==> src/rtl/core/jse_pkg.sv <==
// Shared types, character codes and helper functions of the JSON string escaper.
package jse_pkg;

    // Width of the running write position and of the capacity register
    localparam int POS_WIDTH = 16;
    localparam int CAP_WIDTH = 16;
    // Width that holds both position + 6 with its carry and the capacity
    localparam int CMP_WIDTH = (POS_WIDTH + 1 > CAP_WIDTH) ? POS_WIDTH + 1 : CAP_WIDTH;

    // Job queue between front and back
    localparam int QUEUE_DEPTH = 4;
    localparam int QPTR_WIDTH  = $clog2(QUEUE_DEPTH);
    localparam int QCNT_WIDTH  = $clog2(QUEUE_DEPTH + 1);

    // Index of one output byte inside a job (at most six bytes)
    localparam int IDX_WIDTH = 3;

    // Character codes
    localparam logic [7:0] CH_NUL     = 8'h00;
    localparam logic [7:0] CH_TAB     = 8'h09;
    localparam logic [7:0] CH_LF      = 8'h0A;
    localparam logic [7:0] CH_CR      = 8'h0D;
    localparam logic [7:0] CH_QUOTE   = 8'h22;
    localparam logic [7:0] CH_ZERO    = 8'h30;
    localparam logic [7:0] CH_BSL     = 8'h5C;
    localparam logic [7:0] CH_LOW_A   = 8'h61;
    localparam logic [7:0] CH_LOW_N   = 8'h6E;
    localparam logic [7:0] CH_LOW_R   = 8'h72;
    localparam logic [7:0] CH_LOW_T   = 8'h74;
    localparam logic [7:0] CH_LOW_U   = 8'h75;
    localparam logic [7:0] CTRL_LIMIT = 8'h20;

    // Job kinds: plain byte, backslash pair, unicode escape, terminator
    typedef enum logic [1:0] {
        JK_CHAR,
        JK_PAIR,
        JK_UNI,
        JK_TERM
    } t_job_kind;

    // One queued job: the kind and its payload byte
    typedef struct packed {
        t_job_kind  kind;
        logic [7:0] data;
    } t_job;

    // Number of output bytes of a job
    function automatic logic [IDX_WIDTH-1:0] job_len(input t_job_kind kind);
        logic [IDX_WIDTH-1:0] len;
        unique case (kind)
            JK_CHAR: len = IDX_WIDTH'(1);
            JK_PAIR: len = IDX_WIDTH'(2);
            JK_UNI:  len = IDX_WIDTH'(6);
            JK_TERM: len = IDX_WIDTH'(1);
            default: len = IDX_WIDTH'(1);
        endcase
        return len;
    endfunction

    // Lower-case hex digit of a nibble
    function automatic logic [7:0] hex_digit(input logic [3:0] nib);
        logic [7:0] ch;
        if (nib < 4'd10) begin
            ch = CH_ZERO + {4'd0, nib};
        end else begin
            ch = CH_LOW_A + {4'd0, nib} - 8'd10;
        end
        return ch;
    endfunction

    // Output byte number idx of a job
    function automatic logic [7:0] job_byte(input t_job job, input logic [IDX_WIDTH-1:0] idx);
        logic [7:0] ch;
        ch = CH_NUL;
        unique case (job.kind)
            JK_CHAR: ch = job.data;
            JK_PAIR: ch = (idx == '0) ? CH_BSL : job.data;
            JK_UNI: begin
                case (idx)
                    3'd0:    ch = CH_BSL;
                    3'd1:    ch = CH_LOW_U;
                    3'd2:    ch = CH_ZERO;
                    3'd3:    ch = CH_ZERO;
                    3'd4:    ch = hex_digit(job.data[7:4]);
                    default: ch = hex_digit(job.data[3:0]);
                endcase
            end
            JK_TERM: ch = CH_NUL;
            default: ch = CH_NUL;
        endcase
        return ch;
    endfunction

endpackage

==> src/rtl/core/jse_front.sv <==
// Front end: takes source bytes, tracks position and halt, classifies each byte into a job.
module jse_front (
    input  logic                         i_clk,
    input  logic                         i_rst_n,
    input  logic                         i_cfg_we,
    input  logic [jse_pkg::CAP_WIDTH-1:0] i_cfg_wdata,
    input  logic                         i_src_valid,
    output logic                         o_src_ready,
    input  logic [7:0]                   i_src_byte,
    output logic                         o_push,
    output jse_pkg::t_job                o_push_job,
    input  logic                         i_queue_ready
);
    import jse_pkg::*;

    logic [CAP_WIDTH-1:0] r_capacity;
    logic [POS_WIDTH-1:0] r_position, n_position;
    logic                 r_halted, n_halted;

    logic                 accept;
    logic                 is_end;
    logic                 active;
    t_job_kind            kind;
    logic [7:0]           data;
    logic [CMP_WIDTH-1:0] end_sum;
    logic                 no_fit;

    assign o_src_ready = i_queue_ready;
    assign accept      = i_src_valid && o_src_ready;
    assign is_end      = (i_src_byte == CH_NUL);
    assign active      = (r_capacity != '0) && !r_halted;

    // Classify the source byte
    always_comb begin
        unique case (i_src_byte) inside
            CH_QUOTE, CH_BSL: begin
                kind = JK_PAIR;
                data = i_src_byte;
            end
            CH_LF: begin
                kind = JK_PAIR;
                data = CH_LOW_N;
            end
            CH_CR: begin
                kind = JK_PAIR;
                data = CH_LOW_R;
            end
            CH_TAB: begin
                kind = JK_PAIR;
                data = CH_LOW_T;
            end
            default: begin
                kind = (i_src_byte < CTRL_LIMIT) ? JK_UNI : JK_CHAR;
                data = i_src_byte;
            end
        endcase
    end

    // Check the item against capacity and the position range
    always_comb begin
        end_sum = CMP_WIDTH'(r_position) + CMP_WIDTH'(job_len(kind));
        no_fit  = (end_sum >= CMP_WIDTH'(r_capacity)) || end_sum[POS_WIDTH];
    end

    // Build the job and the next state
    always_comb begin
        o_push          = accept && active;
        o_push_job.kind = (is_end || no_fit) ? JK_TERM : kind;
        o_push_job.data = data;
        n_position      = r_position;
        n_halted        = r_halted;
        if (accept) begin
            if (is_end) begin
                n_position = '0;
                n_halted   = 1'b0;
            end else if (active) begin
                if (no_fit) begin
                    n_halted = 1'b1;
                end else begin
                    n_position = end_sum[POS_WIDTH-1:0];
                end
            end
        end
    end

    // Hold capacity and string state
    always_ff @(posedge i_clk) begin
        if (!i_rst_n) begin
            r_capacity <= '0;
            r_position <= '0;
            r_halted   <= 1'b0;
        end else begin
            if (i_cfg_we) begin
                r_capacity <= i_cfg_wdata;
            end
            r_position <= n_position;
            r_halted   <= n_halted;
        end
    end

endmodule

==> src/rtl/core/jse_queue.sv <==
// Short job queue between front and back.
module jse_queue (
    input  logic          i_clk,
    input  logic          i_rst_n,
    input  logic          i_push,
    input  jse_pkg::t_job i_push_job,
    output logic          o_ready,
    output logic          o_valid,
    output jse_pkg::t_job o_head,
    input  logic          i_pop
);
    import jse_pkg::*;

    t_job                  r_mem [QUEUE_DEPTH];
    logic [QPTR_WIDTH-1:0] r_wr_ptr, r_rd_ptr;
    logic [QCNT_WIDTH-1:0] r_count, n_count;
    logic                  do_push, do_pop;

    assign o_ready = (r_count != QCNT_WIDTH'(QUEUE_DEPTH));
    assign o_valid = (r_count != '0);
    assign o_head  = r_mem[r_rd_ptr];
    assign do_push = i_push && o_ready;
    assign do_pop  = i_pop && o_valid;

    // Track the fill level
    always_comb begin
        n_count = r_count;
        if (do_push && !do_pop) begin
            n_count = r_count + 1'b1;
        end else if (do_pop && !do_push) begin
            n_count = r_count - 1'b1;
        end
    end

    // Write the storage
    always_ff @(posedge i_clk) begin
        if (do_push) begin
            r_mem[r_wr_ptr] <= i_push_job;
        end
    end

    // Advance pointers
    always_ff @(posedge i_clk) begin
        if (!i_rst_n) begin
            r_wr_ptr <= '0;
            r_rd_ptr <= '0;
            r_count  <= '0;
        end else begin
            if (do_push) begin
                r_wr_ptr <= (r_wr_ptr == QPTR_WIDTH'(QUEUE_DEPTH - 1)) ? '0 : r_wr_ptr + 1'b1;
            end
            if (do_pop) begin
                r_rd_ptr <= (r_rd_ptr == QPTR_WIDTH'(QUEUE_DEPTH - 1)) ? '0 : r_rd_ptr + 1'b1;
            end
            r_count <= n_count;
        end
    end

    // Fill level never passes the depth
    a_count_range: assert property (@(posedge i_clk) disable iff (!i_rst_n)
        r_count <= QCNT_WIDTH'(QUEUE_DEPTH))
        else $error("queue count above depth");

    // No push arrives while the queue is full
    a_no_overflow: assert property (@(posedge i_clk) disable iff (!i_rst_n)
        i_push |-> o_ready)
        else $error("push while queue full");

    // A lone push raises the count by one
    a_count_push: assert property (@(posedge i_clk) disable iff (!i_rst_n)
        (do_push && !do_pop) |=> (r_count == $past(r_count) + 1'b1))
        else $error("queue count did not follow push");

endmodule

==> src/rtl/core/jse_back.sv <==
// Back end: expands each queued job into output bytes behind an output register.
module jse_back (
    input  logic          i_clk,
    input  logic          i_rst_n,
    input  logic          i_job_valid,
    input  jse_pkg::t_job i_job,
    output logic          o_pop,
    output logic          o_out_valid,
    input  logic          i_out_ready,
    output logic [7:0]    o_out_byte,
    output logic          o_run_last,
    output logic          o_string_done
);
    import jse_pkg::*;

    logic                 r_valid;
    logic [7:0]           r_byte;
    logic                 r_last;
    logic                 r_done;
    logic [IDX_WIDTH-1:0] r_idx;

    logic                 load;
    logic                 is_last;
    logic [IDX_WIDTH-1:0] len;

    assign len     = job_len(i_job.kind);
    assign load    = i_job_valid && (!r_valid || i_out_ready);
    assign is_last = (r_idx == len - 1'b1);
    assign o_pop   = load && is_last;

    assign o_out_valid   = r_valid;
    assign o_out_byte    = r_byte;
    assign o_run_last    = r_last;
    assign o_string_done = r_done;

    // Load the next output word
    always_ff @(posedge i_clk) begin
        if (load) begin
            r_byte <= job_byte(i_job, r_idx);
            r_last <= is_last;
            r_done <= (i_job.kind == JK_TERM);
        end
    end

    // Advance the byte index and output valid
    always_ff @(posedge i_clk) begin
        if (!i_rst_n) begin
            r_valid <= 1'b0;
            r_idx   <= '0;
        end else begin
            if (load) begin
                r_valid <= 1'b1;
                r_idx   <= is_last ? '0 : r_idx + 1'b1;
            end else if (i_out_ready) begin
                r_valid <= 1'b0;
            end
        end
    end

    // Index rests at zero with no job waiting
    a_idx_idle: assert property (@(posedge i_clk) disable iff (!i_rst_n)
        !i_job_valid |-> (r_idx == '0))
        else $error("byte index moved without a job");

    // Index stays inside the job
    a_idx_range: assert property (@(posedge i_clk) disable iff (!i_rst_n)
        i_job_valid |-> (r_idx < len))
        else $error("byte index past job length");

    // A terminator word always closes its run
    a_done_last: assert property (@(posedge i_clk) disable iff (!i_rst_n)
        (r_valid && r_done) |-> (r_last && r_byte == CH_NUL))
        else $error("terminator word malformed");

endmodule

==> src/rtl/core/json_string_escaper_top.sv <==
// Top level of the JSON string escaper: front end, job queue and back end.
//
// Channel   Direction  Handshake                      Word
// src       in         i_src_valid / o_src_ready      i_src_byte
// out       out        o_out_valid / i_out_ready      o_out_byte, o_run_last, o_string_done
// cfg       in         i_cfg_we (no wait)             i_cfg_wdata (capacity)
//
// A printable byte yields one output word; the back end emits one output word per cycle while i_out_ready is high.
// Escapes yield 2 or 6 output words; the queue lets the front keep taking bytes.
// An accepted byte is written into the queue; its first output word is then loaded into the output register.
// The source side stalls only while the four-entry queue is full.
// Reset is synchronous, active low, and clears capacity, position, halt and the queue.
module json_string_escaper_top (
    input  logic                          i_clk,
    input  logic                          i_rst_n,
    input  logic                          i_cfg_we,
    input  logic [jse_pkg::CAP_WIDTH-1:0] i_cfg_wdata,
    input  logic                          i_src_valid,
    output logic                          o_src_ready,
    input  logic [7:0]                    i_src_byte,
    output logic                          o_out_valid,
    input  logic                          i_out_ready,
    output logic [7:0]                    o_out_byte,
    output logic                          o_run_last,
    output logic                          o_string_done
);
    import jse_pkg::*;

    logic push;
    t_job push_job;
    logic queue_ready;
    logic head_valid;
    t_job head_job;
    logic pop;

    jse_front u_front (
        .i_clk         (i_clk),
        .i_rst_n       (i_rst_n),
        .i_cfg_we      (i_cfg_we),
        .i_cfg_wdata   (i_cfg_wdata),
        .i_src_valid   (i_src_valid),
        .o_src_ready   (o_src_ready),
        .i_src_byte    (i_src_byte),
        .o_push        (push),
        .o_push_job    (push_job),
        .i_queue_ready (queue_ready)
    );

    jse_queue u_queue (
        .i_clk      (i_clk),
        .i_rst_n    (i_rst_n),
        .i_push     (push),
        .i_push_job (push_job),
        .o_ready    (queue_ready),
        .o_valid    (head_valid),
        .o_head     (head_job),
        .i_pop      (pop)
    );

    jse_back u_back (
        .i_clk         (i_clk),
        .i_rst_n       (i_rst_n),
        .i_job_valid   (head_valid),
        .i_job         (head_job),
        .o_pop         (pop),
        .o_out_valid   (o_out_valid),
        .i_out_ready   (i_out_ready),
        .o_out_byte    (o_out_byte),
        .o_run_last    (o_run_last),
        .o_string_done (o_string_done)
    );

endmodule

==> config.mk <==
export PLATFORM = sky130hd
export DESIGN_NAME = json_string_escaper_top
export DESIGN_NICKNAME = d
export VERILOG_FILES = /design/src/rtl/core/jse_pkg.sv /design/src/rtl/core/jse_front.sv /design/src/rtl/core/jse_queue.sv /design/src/rtl/core/jse_back.sv /design/src/rtl/core/json_string_escaper_top.sv
export SDC_FILE = /design/constraint.sdc
export NUM_CORES = 1
export LEC_CHECK = 0
export BUFFER_PORTS_ARGS = -buffer_cell sky130_fd_sc_hd__buf_4
export CORE_MARGIN = 2
export CORE_UTILIZATION = 48
export CTS_CLUSTER_SIZE = 40
export DETAILED_ROUTE_END_ITERATION = 16
export PLACE_DENSITY_LB_ADDON = 0.08
export SLEW_MARGIN = 20
export SYNTH_ARGS = -nofsm -noshare
export SYNTH_HDL_FRONTEND = slang
export SYNTH_SLANG_ARGS = --single-unit
==> constraint.sdc <==
create_clock -name i_clk -period 6 [get_ports i_clk]
set_input_delay 0.3 -clock i_clk [delete_from_list [all_inputs] [get_ports i_clk]]
set_output_delay 0.3 -clock i_clk [all_outputs]
set_load 0.03 [all_outputs]
* Word-level counts from Yosys, hierarchy flattened
Memory sizes are Yosys's and may differ from the RTL's. A register that Yosys moved wholly into a read port is not among the register bits. Cells that the tools add are included.
Storage, ports and cells: register bits after elaboration 54, memory bits (writable) 40, input port bits 29, output and inout bits 12, word-level logic and storage cells 109, memories 1
Memories:
- u_queue.r_mem | words 4, bits a word 10, read ports 1, clocked after Yosys merged registers in 1, wr ports 1, line jse_queue.sv:14 | t_job r_mem [QUEUE_DEPTH];
Cells by class: $add $sub $neg 13, order comparisons 4, equality and inequality tests 20, muxes and demuxes 28, reduce and logical (&&, ||, !) cells 32
Operators with widths (count):
- case mux 8 bit (4 select lines) | 2
- 2-to-1 mux 16 bit | 3
- == test 8 x 4 -> 1 bit (second input constant) | 3
- 2-to-1 mux 8 bit | 3
- case mux 8 bit (3 select lines) | 1
- case mux 3 bit (3 select lines) | 2
- adder 16 x 3 -> 17 bit | 1
- greater-or-equal comparator 17 x 16 -> 1 bit | 1
- adder 7 x 4 -> 8 bit (first input constant) | 2
- nonzero test 16 bit | 1
- subtractor 8 x 4 -> 8 bit (second input constant) | 2
- adder 6 x 4 -> 7 bit (first input constant) | 2
- 2-to-1 mux 2 bit | 7
- == test 2 bit (second input constant) | 6
- logical AND 1 bit | 9
- 2-to-1 mux 3 bit | 3
- == test 8 x 6 -> 1 bit (second input constant) | 1
- == test 8 x 7 -> 1 bit (second input constant) | 1
- logical NOT 8 bit | 1
- less-than comparator 4 bit (second input constant) | 2
- less-than comparator 8 x 6 -> 1 bit (second input constant) | 1
- nonzero test 2 bit | 4
- 2-to-1 mux 1 bit | 7
- adder 3 x 1 -> 3 bit (second input constant) | 2
- other kinds (17) | 30

* Longest topological paths before layout
Gate-level depths: netlist (run 1).
depth after elaboration 12, depth in mapped cells 21, depth with buffers taken out 19

* Modules after synthesis
From an unflattened synthesis (run 1), not the netlist that was laid out.
Second synthesis, totals: cell total of the unflattened synthesis 494, area, all modules 5307.6 µm²
Modules (own cells, without submodules):
- jse_front | times used 1, cells each 272, area each 2348.5 µm², seq. area each 660.6 µm²
- jse_queue | times used 1, cells each 103, area each 1920.6 µm², seq. area each 1381.3 µm²
- jse_back | times used 1, cells each 119, area each 1038.5 µm², seq. area each 380.4 µm²

* Least setup slack after synthesis (run 1)
Ideal clock, no wire load.
kind input to register, from input i_src_byte[1], to register u_front.r_position[0], library setup time 117 ps, arrival 4148 ps, data required time 5883 ps, path slack 1735 ps, stages 21, buffers on the path 2, cells stage by stage inv_1 -> or4_1 -> nor3b_1 -> o21ai_0 -> nor2b_1 -> ha_1 -> fa_1 -> a21oi_1 -> nor2_1 -> and3_2 -> nand3_1 -> xnor2_1 -> ha_1 -> o21a_1 -> o21ai_0 -> or2_2 -> o211ai_1 -> buf_6 -> nor3_4 -> buf_6 -> a22o_2
On the way: word-level cells in the longest chain between the ends 11, elaborated cells on any way between the ends 25, those cells by class add/sub (1); order compare (2); eq/ne (9); mux (6); reduce/logical (7)
RTL lines:
- from (decl) | line json_string_escaper_top.sv:20 | input logic [7:0] i_src_byte,
- less-than comparator 8 x 6 -> 1 bit (tied with other cells) | line jse_front.sv:53 | kind = (i_src_byte < CTRL_LIMIT) ? JK_UNI : JK_CHAR;
- 2-to-1 mux 2 bit / OR reduction 5 bit (equally long branches)
- 2-to-1 mux 2 bit | line jse_front.sv:35 | unique case (i_src_byte) inside
- == test 2 bit / logical NOT 2 bit (equally long branches) | line jse_pkg.sv:50 | unique case (kind)
- OR reduction 2 bit (no source line)
- case mux 3 bit (3 select lines) | line jse_pkg.sv:50
- adder 16 x 3 -> 17 bit | line jse_front.sv:61 | end_sum = CMP_WIDTH'(r_position) + CMP_WIDTH'(job_len(kind));
- greater-or-equal comparator 17 x 16 -> 1 bit | line jse_front.sv:62 | no_fit = (end_sum >= CMP_WIDTH'(r_capacity)) || end_sum[POS_WIDTH];
- logical OR 1 bit | line jse_front.sv:62
- != test 2 x 1 -> 1 bit (no source line)
- AND reduction 3 bit (no source line)
- to (signal assigned) | line jse_front.sv:96 | r_position <= n_position;
- to (decl) | line jse_front.sv:17 | logic [POS_WIDTH-1:0] r_position, n_position;
Several ways; a longest one is shown, not always the timed one. The select of a mux whose other input is x is not followed. A chain may end at the register's enable or synchronous reset.

* Worst setup path after layout (run 1)
from input i_src_byte[1], to register u_front.r_position[6]
Same word-level chain as after synthesis.

==> results.cfg, run 1 <==
[placed_design]
gp_congestion = 0.897
io_buffer_count = 40
place_area_um2 = 5530
dp_hpwl_um = 7560
dp_cells = 628
dp_slack_ns = 0.588

[timing]
setup_ws_ns = 0.931
fin_crit_ns = 5.07
rsz0062_at_grt = false
fin_crit_sh = 0.845
setup_violations = 0
slew_headroom = 0.365
tns_ns = 0
fin_skew_ns = 0.00952
max_freq_mhz = 197
hold_viol_final = 0
worst_pin_slew_ns = 0.948
hold_ws_ns = 0.168
slew_violations = 0

[clock_network]
cts.path.max_buffers = 2
cts_buffers = 9
clockRootBuffer = clkbuf_8
clk_latency_ns = 0.36
h-tree-depth = 3
post_cts_resized = 0
cts_tree = done
cts.clk_slew.worst_paths_ns = 0.10
holdBufCountCts = 0
clock-sinks = 96
post-cts-setup-buffers = 0

[run_status]
status = complete, no violations

[setup_path]
crit_type = in -> reg
critPathCaptureType = register
critPathRequiredTime_ns = 6.32
worstSetupStartpoint = i_src_byte[1]
critPathMaxFanout = 14
r2r-start = u_front.r_position[0]
startpoint_type = input pin
cp.arrival_ns = 5.38

[logic_synthesis]
syn_area_per_cell_um2 = 11.0
synth_edf_count = 50
synth-seq-area-share = 0.469
async_flop_share = 0
synth_ff_type = edfxtp_1
synth-seq-cells = 96
yosysTopAreaCell = edfxtp_1
netlist_area_um2 = 5160
syn_inst = 471
yosys_warnings = 0
synth_nets = 536
synth.distinct_cells = 60
synth.top_cell.area_share = 0.291
netlist_top_cells_area = edfxtp_1 29%, dfxtp_1 18%, ha_1 8.2%

[floorplanning]
io_pins = 41
floorplan.initialDensity = 0.498
core_area_um2 = 10400
rows = 37
die_area_um2 = 11600
dieHeight_um = 108
die_w_um = 108

[global_routing]
grt_max_degree = 31
grt_pass1_wl_um = 17100
antenna_found_initial = 0
grt_usage = 0.190
grt_overflow = 0
grt_pass1_vias = 3448

[cells_and_area]
finalNonFillerCells = 644
drive_above_1_share = 0.177
fill_cells = 958
final_common_cell = edfxtp_1
design_area_um2 = 5720
seq_area_um2 = 2420
antenna_cells = 0
syn2layout_area_growth_pct = 10.7
final_cell_mix = 50 x edfxtp_1, 46 x dfxtp_1, 40 x buf_4
utilization = 0.551
layout.nets = 568
multi_input_area_um2 = 2510

[detailed_routing]
vias = 3565
drtAntennaViolNets = 0
first_iter_violations = 122
detail_route.vias_per_cell = 5.54
first_pass_iters = 4
wire_per_inst_um = 15.9
drt_wl_total_um = 10300
drc = 0

[power]
power.total_mw = 1.96
powerDensity_nw_per_um2 = 343
p_leak_nw = 2.25
peakVddDrop_mv = 0.178

[worst_hold_path]
min_path_type = in -> reg
holdCritStartpoint = i_src_byte[7]

[run]
maxCapViolations = 0
==> critical path, stage by stage <==
cell      delay [ns]
buf_4           0.10
inv_1           0.07
or4_1           0.51
nor3b_1         0.19
o21ai_0         0.14
nor2b_1         0.18
ha_1            0.24
fa_1            0.43
a21oi_1         0.27
nor2_1          0.13
and3_2          0.23
nand3_1         0.10
xnor2_1         0.09
ha_1            0.33
o21a_1          0.12
o21ai_0         0.08
or2_2           0.30
o211ai_1        0.75
o21a_1          0.57
a221o_2         0.25
==> area by class of cell <==
cell class / count / share of cell area
Multi-Input combinational cell: 322 / 0.439
Tap cell: 136 / 0.0298
Clock buffer: 9 / 0.0217
Inverter: 34 / 0.0223
Sequential cell: 96 / 0.424
Timing Repair Buffer: 40 / 0.0525
Clock inverter: 7 / 0.0112
==> registers in the layout (all words and copies together) (netlist names), named ones only <==
name / flops
u_back.o_out_byte: 8
u_back.o_out_valid: 1
u_back.o_run_last: 1
u_back.o_string_done: 1
u_back.r_idx: 3
u_front.r_capacity: 16
u_front.r_halted: 1
u_front.r_position: 16
u_queue.r_count: 3
u_queue.r_mem: 40
u_queue.r_rd_ptr: 2
u_queue.r_wr_ptr: 2
==> per-layer routing <==
layer	vias up	GRT usage	share of wire	routed length, um
met5	-	0	0	0
met4	0	0.0632	0.013	135
met3	12	0.0236	0.021	215
met2	45	0.334	0.52	5320
met1	1722	0.241	0.45	4590
li1	1786	-	-	-
==> kinds of logic (layout without fill, tap and decap cells) <==
group / count (synthesis) / after routing / share of synthesized area
compound gates: 82 / 82 / 0.116
xor+xnor: 17 / 17 / 0.0288
fa+ha+maj: 36 / 36 / 0.0901
buf+inv: 53 / 90 / 0.0453
flops: 96 / 96 / 0.469
mux: 29 / 29 / 0.0804
simple gates: 158 / 158 / 0.170
==> report_power, final <==
| group | internal, mW | switching (mW) |
|---|---|---|
| registers | 0.813 | 0.0559 |
| logic | 0.272 | 0.411 |
| clock network | 0.160 | 0.246 |
==> synth_stat cells, types with 2 or more instances <==
master    instances
buf_6             4
nand3_1           8
a21oi_1          15
nor2_1           26
nor4b_1           2
nor3_4            2
o21a_1            3
xor2_1            5
a31oi_1           4
and3_1            3
o32ai_1           2
nor2b_1          26
a211oi_1          3
fa_1              2
xnor2_1          12
a221o_2           4
nand2b_1          8
o21ai_0          13
nor3b_1           2
mux2i_1          19
a21o_1            3
o21ai_2           3
a32o_1            2
a22o_2            8
clkbuf_1         12
nand2_1          26
dfxtp_1          46
or2_2             2
ha_1             34
edfxtp_1         50
nor3_1            9
nor4_1           10
and4_1            2
or3_1             6
o22ai_1           5
nand4_1          10
and2_1           10
a21boi_0          7
mux4_2           10
inv_1            33
==> worst paths after layout <==
| check | to | cells past startpoint | slack [ns] |
|---|---|---|---|
| worst max register to register | u_front.r_position[6] | 14 | 1.77 |
| worst min register to register | u_back.o_out_valid | 2 | 0.49 |
| worst min-delay path | u_queue.r_mem[1][7] | 1 | 0.17 |
| worst max-delay path | u_front.r_position[6] | 20 | 0.93 |
(Power assumes the default switching activity.)
==> run 2: changes to the inputs <==
Settings changed: ABC_AREA from default to 1.
Clock period 6 ns to 4.7 ns, I/O delays scaled along.
==> run 2 against run 1 <==
Net effect:
- hold slack worse by 0.055 ns
- worst setup slack got worse by 0.45 ns
- global-route usage rose by 0.30 points
- utilization increased by 0.82 points
- via count increased by 21%
- sequential power up 45%
- largest power group is now combinational cells
- die area grew 5.3%
==> results.cfg, run 2 <==
[placed_design]
dp_slack_ns = 0.155
gp_congestion = 0.918
io_buffer_count = 40
dp_hpwl_um = 8390
dp_cells = 827
place_area_um2 = 5810

[floorplanning]
core_area_um2 = 10900
die_w_um = 111
dieHeight_um = 111
io_pins = 41
die_area_um2 = 12200
floorplan.initialDensity = 0.498
rows = 38

[setup_path]
startpoint_type = input pin
r2r-end = u_queue.r_count[2]
cpMaxStageDelayCell = fa_1
rrSetupSlack_ns = 1.08
path_delay_family = simple AND/OR/NAND/NOR gates
crit_path_max_incr_delay_ns = 0.43
crit_type = in -> reg
critPathMaxFanout = 32
cp.arrival_ns = 4.45
worstSetupStartpoint = i_src_byte[7]
critPathCaptureType = register
path_common_cell = nor2_1
critPathRequiredTime_ns = 4.93
rr_worst_depth = 18
setup.worst_path.end = u_front.r_position[12]
worst-path-buf-inv = 7
path_depth = 35

[power]
peakVddDrop_mv = 0.291
powerDensity_nw_per_um2 = 584
p_leak_nw = 2.74

[logic_synthesis]
syn_inst = 665
yosys_warnings = 0
synth-seq-area-share = 0.445
synth-seq-cells = 96
synth_edf_count = 50
synth_common_cells = 151 x nand2_1, 91 x inv_1, 62 x nor2_1
synth_nets = 730
synth_ff_type = edfxtp_1
synth.distinct_cells = 43
synth.top_cell.area_share = 0.276
netlist_area_um2 = 5450
async_flop_share = 0
yosysTopAreaCell = edfxtp_1
syn_area_per_cell_um2 = 8.19
synth.most_common_cell = nand2_1
netlist_top_cells_area = edfxtp_1 28%, dfxtp_1 17%, nand2_1 10%

[cells_and_area]
final_cell_mix = 151 x nand2_1, 91 x inv_1, 62 x nor2_1
design_area_um2 = 6120
syn2layout_area_growth_pct = 12.3
final_common_cell = nand2_1
finalNonFillerCells = 843
reg_top3 = u_queue.r_mem (40), u_front.r_capacity (16), u_front.r_position (16)
largest_reg_flops = 40
drive_above_1_share = 0.129
antenna_cells = 0
layout.nets = 763
fill_cells = 1050
largest_register = u_queue.r_mem

[timing]
hold_viol_final = 0
setup_ws_ns = 0.484
tns_ns = 0
fin_skew_ns = 0.00868
max_freq_mhz = 237
slew_violations = 0
fin_crit_ns = 4.22
rsz0062_at_grt = false
fin_crit_sh = 0.897
worst_pin_slew_ns = 1.03
setup_violations = 0
slew_headroom = 0.308

[detailed_routing]
drt_wl_total_um = 11500
detail_route.vias_per_cell = 5.12
wire_per_inst_um = 13.6
drtAntennaViolNets = 0
first_iter_violations = 206
vias = 4320
drc = 0
first_pass_iters = 4

[clock_network]
h-tree-depth = 3
cts_tree = done
clock-sinks = 96
post_cts_resized = 0
holdBufCountCts = 0
clockRootBuffer = clkbuf_16
clk_latency_ns = 0.34
cts.clk_slew.worst_paths_ns = 0.07
post-cts-setup-buffers = 0
cts_buffers = 9
cts.path.max_buffers = 2

[global_routing]
grt_pass1_vias = 4117
grt_usage = 0.193
grt_overflow = 0
antenna_found_initial = 0
grt_max_degree = 41
grt_pass1_wl_um = 19200

[worst_hold_path]
min_path_type = in -> reg

[run]
maxCapViolations = 0

[run_status]
status = complete, no violations
run 2: cell types whose count changed in the layout (fill, tap and decap cells not counted), moves of 26 or more:
cell and delta:
o21ai_0 +27, a21oi_1 +37, nand2_1 +125, nor2_1 +36, inv_1 +58, nor2b_1 -26
run 2: power breakdown:
group | internal (mW) | switching (mW)
Combinational | 0.538 | 1.02
Clock | 0.422 | 0.327
Sequential | 1.14 | 0.121
run 2: stage by stage:
stage | total power [mW] | util | hold WS, ns
after floorplan | 2.47 | - | 0.370
after global placement | 2.79 | 0.532 | 0.450
after detailed placement | 2.84 | 0.532 | 0.464
after CTS | 3.60 | 0.559 | 0.102
after global routing | 3.87 | 0.559 | 0.104
final | 3.57 | 0.559 | 0.113
run 2: worst min path at each step:
| stage | startpoint | to | slack (ns) | cells past startpoint |
|---|---|---|---|---|
| global placement | u_front.r_halted | u_front.r_halted | 0.45 | 2 |
| CTS | i_src_byte[7] | u_queue.r_mem[2][7] | 0.10 | 1 |
| detailed placement | i_src_byte[7] | u_queue.r_mem[2][7] | 0.46 | 1 |
| global route | i_src_byte[7] | u_queue.r_mem[2][7] | 0.10 | 1 |
| floorplan | i_cfg_wdata[0] | u_front.r_capacity[0] | 0.37 | 2 |
| finish | i_src_byte[7] | u_queue.r_mem[2][7] | 0.11 | 1 |
run 2: area by class of cell:
type	count	area, um2	area share
well taps	140	175	0.0286
flip-flops and latches	96	2420	0.396
repair buffers	42	315	0.0515
multi-input cells	452	2540	0.415
clock buffers	10	229	0.0374
clock inverters	6	75.1	0.0123
inverters	97	364	0.0595
run 2: routing by layer:
metal	vias to the layer above	routed length [um]	global-route usage	part of all wire
met1	1985	4810	0.218	0.42
met4	0	187	0.0725	0.016
li1	2259	-	-	-
met5	-	0	0	0
met2	63	6210	0.362	0.54
met3	13	293	0.0307	0.025
run 2: logic make-up after synthesis:
| group | after synthesis | share of synthesized area |
|---|---|---|
| and+or+nand+nor | 291 | 0.247 |
| buffers and inverters | 117 | 0.0896 |
| AOI/OAI and AO/OA | 112 | 0.112 |
| DFF | 96 | 0.445 |
| adders and majority gates | 36 | 0.0854 |
| xor gates and xnor gates | 13 | 0.0209 |
run 2: worst reg2reg max path, stage by stage (launching register included):
cell and delay, ns:
dfxtp_1 0.82, inv_2 0.34, nand2_1 0.14, a32oi_1 0.16, inv_1 0.13, ha_1 0.23, inv_1 0.07, o21ai_0 0.15
nand2_1 0.07, nand3_1 0.12, nor2_1 0.09, inv_1 0.09, ha_1 0.15, inv_1 0.07, fa_1 0.39, a21oi_1 0.15
o21ai_0 0.12, o21ai_0 0.16, a21oi_1 0.05
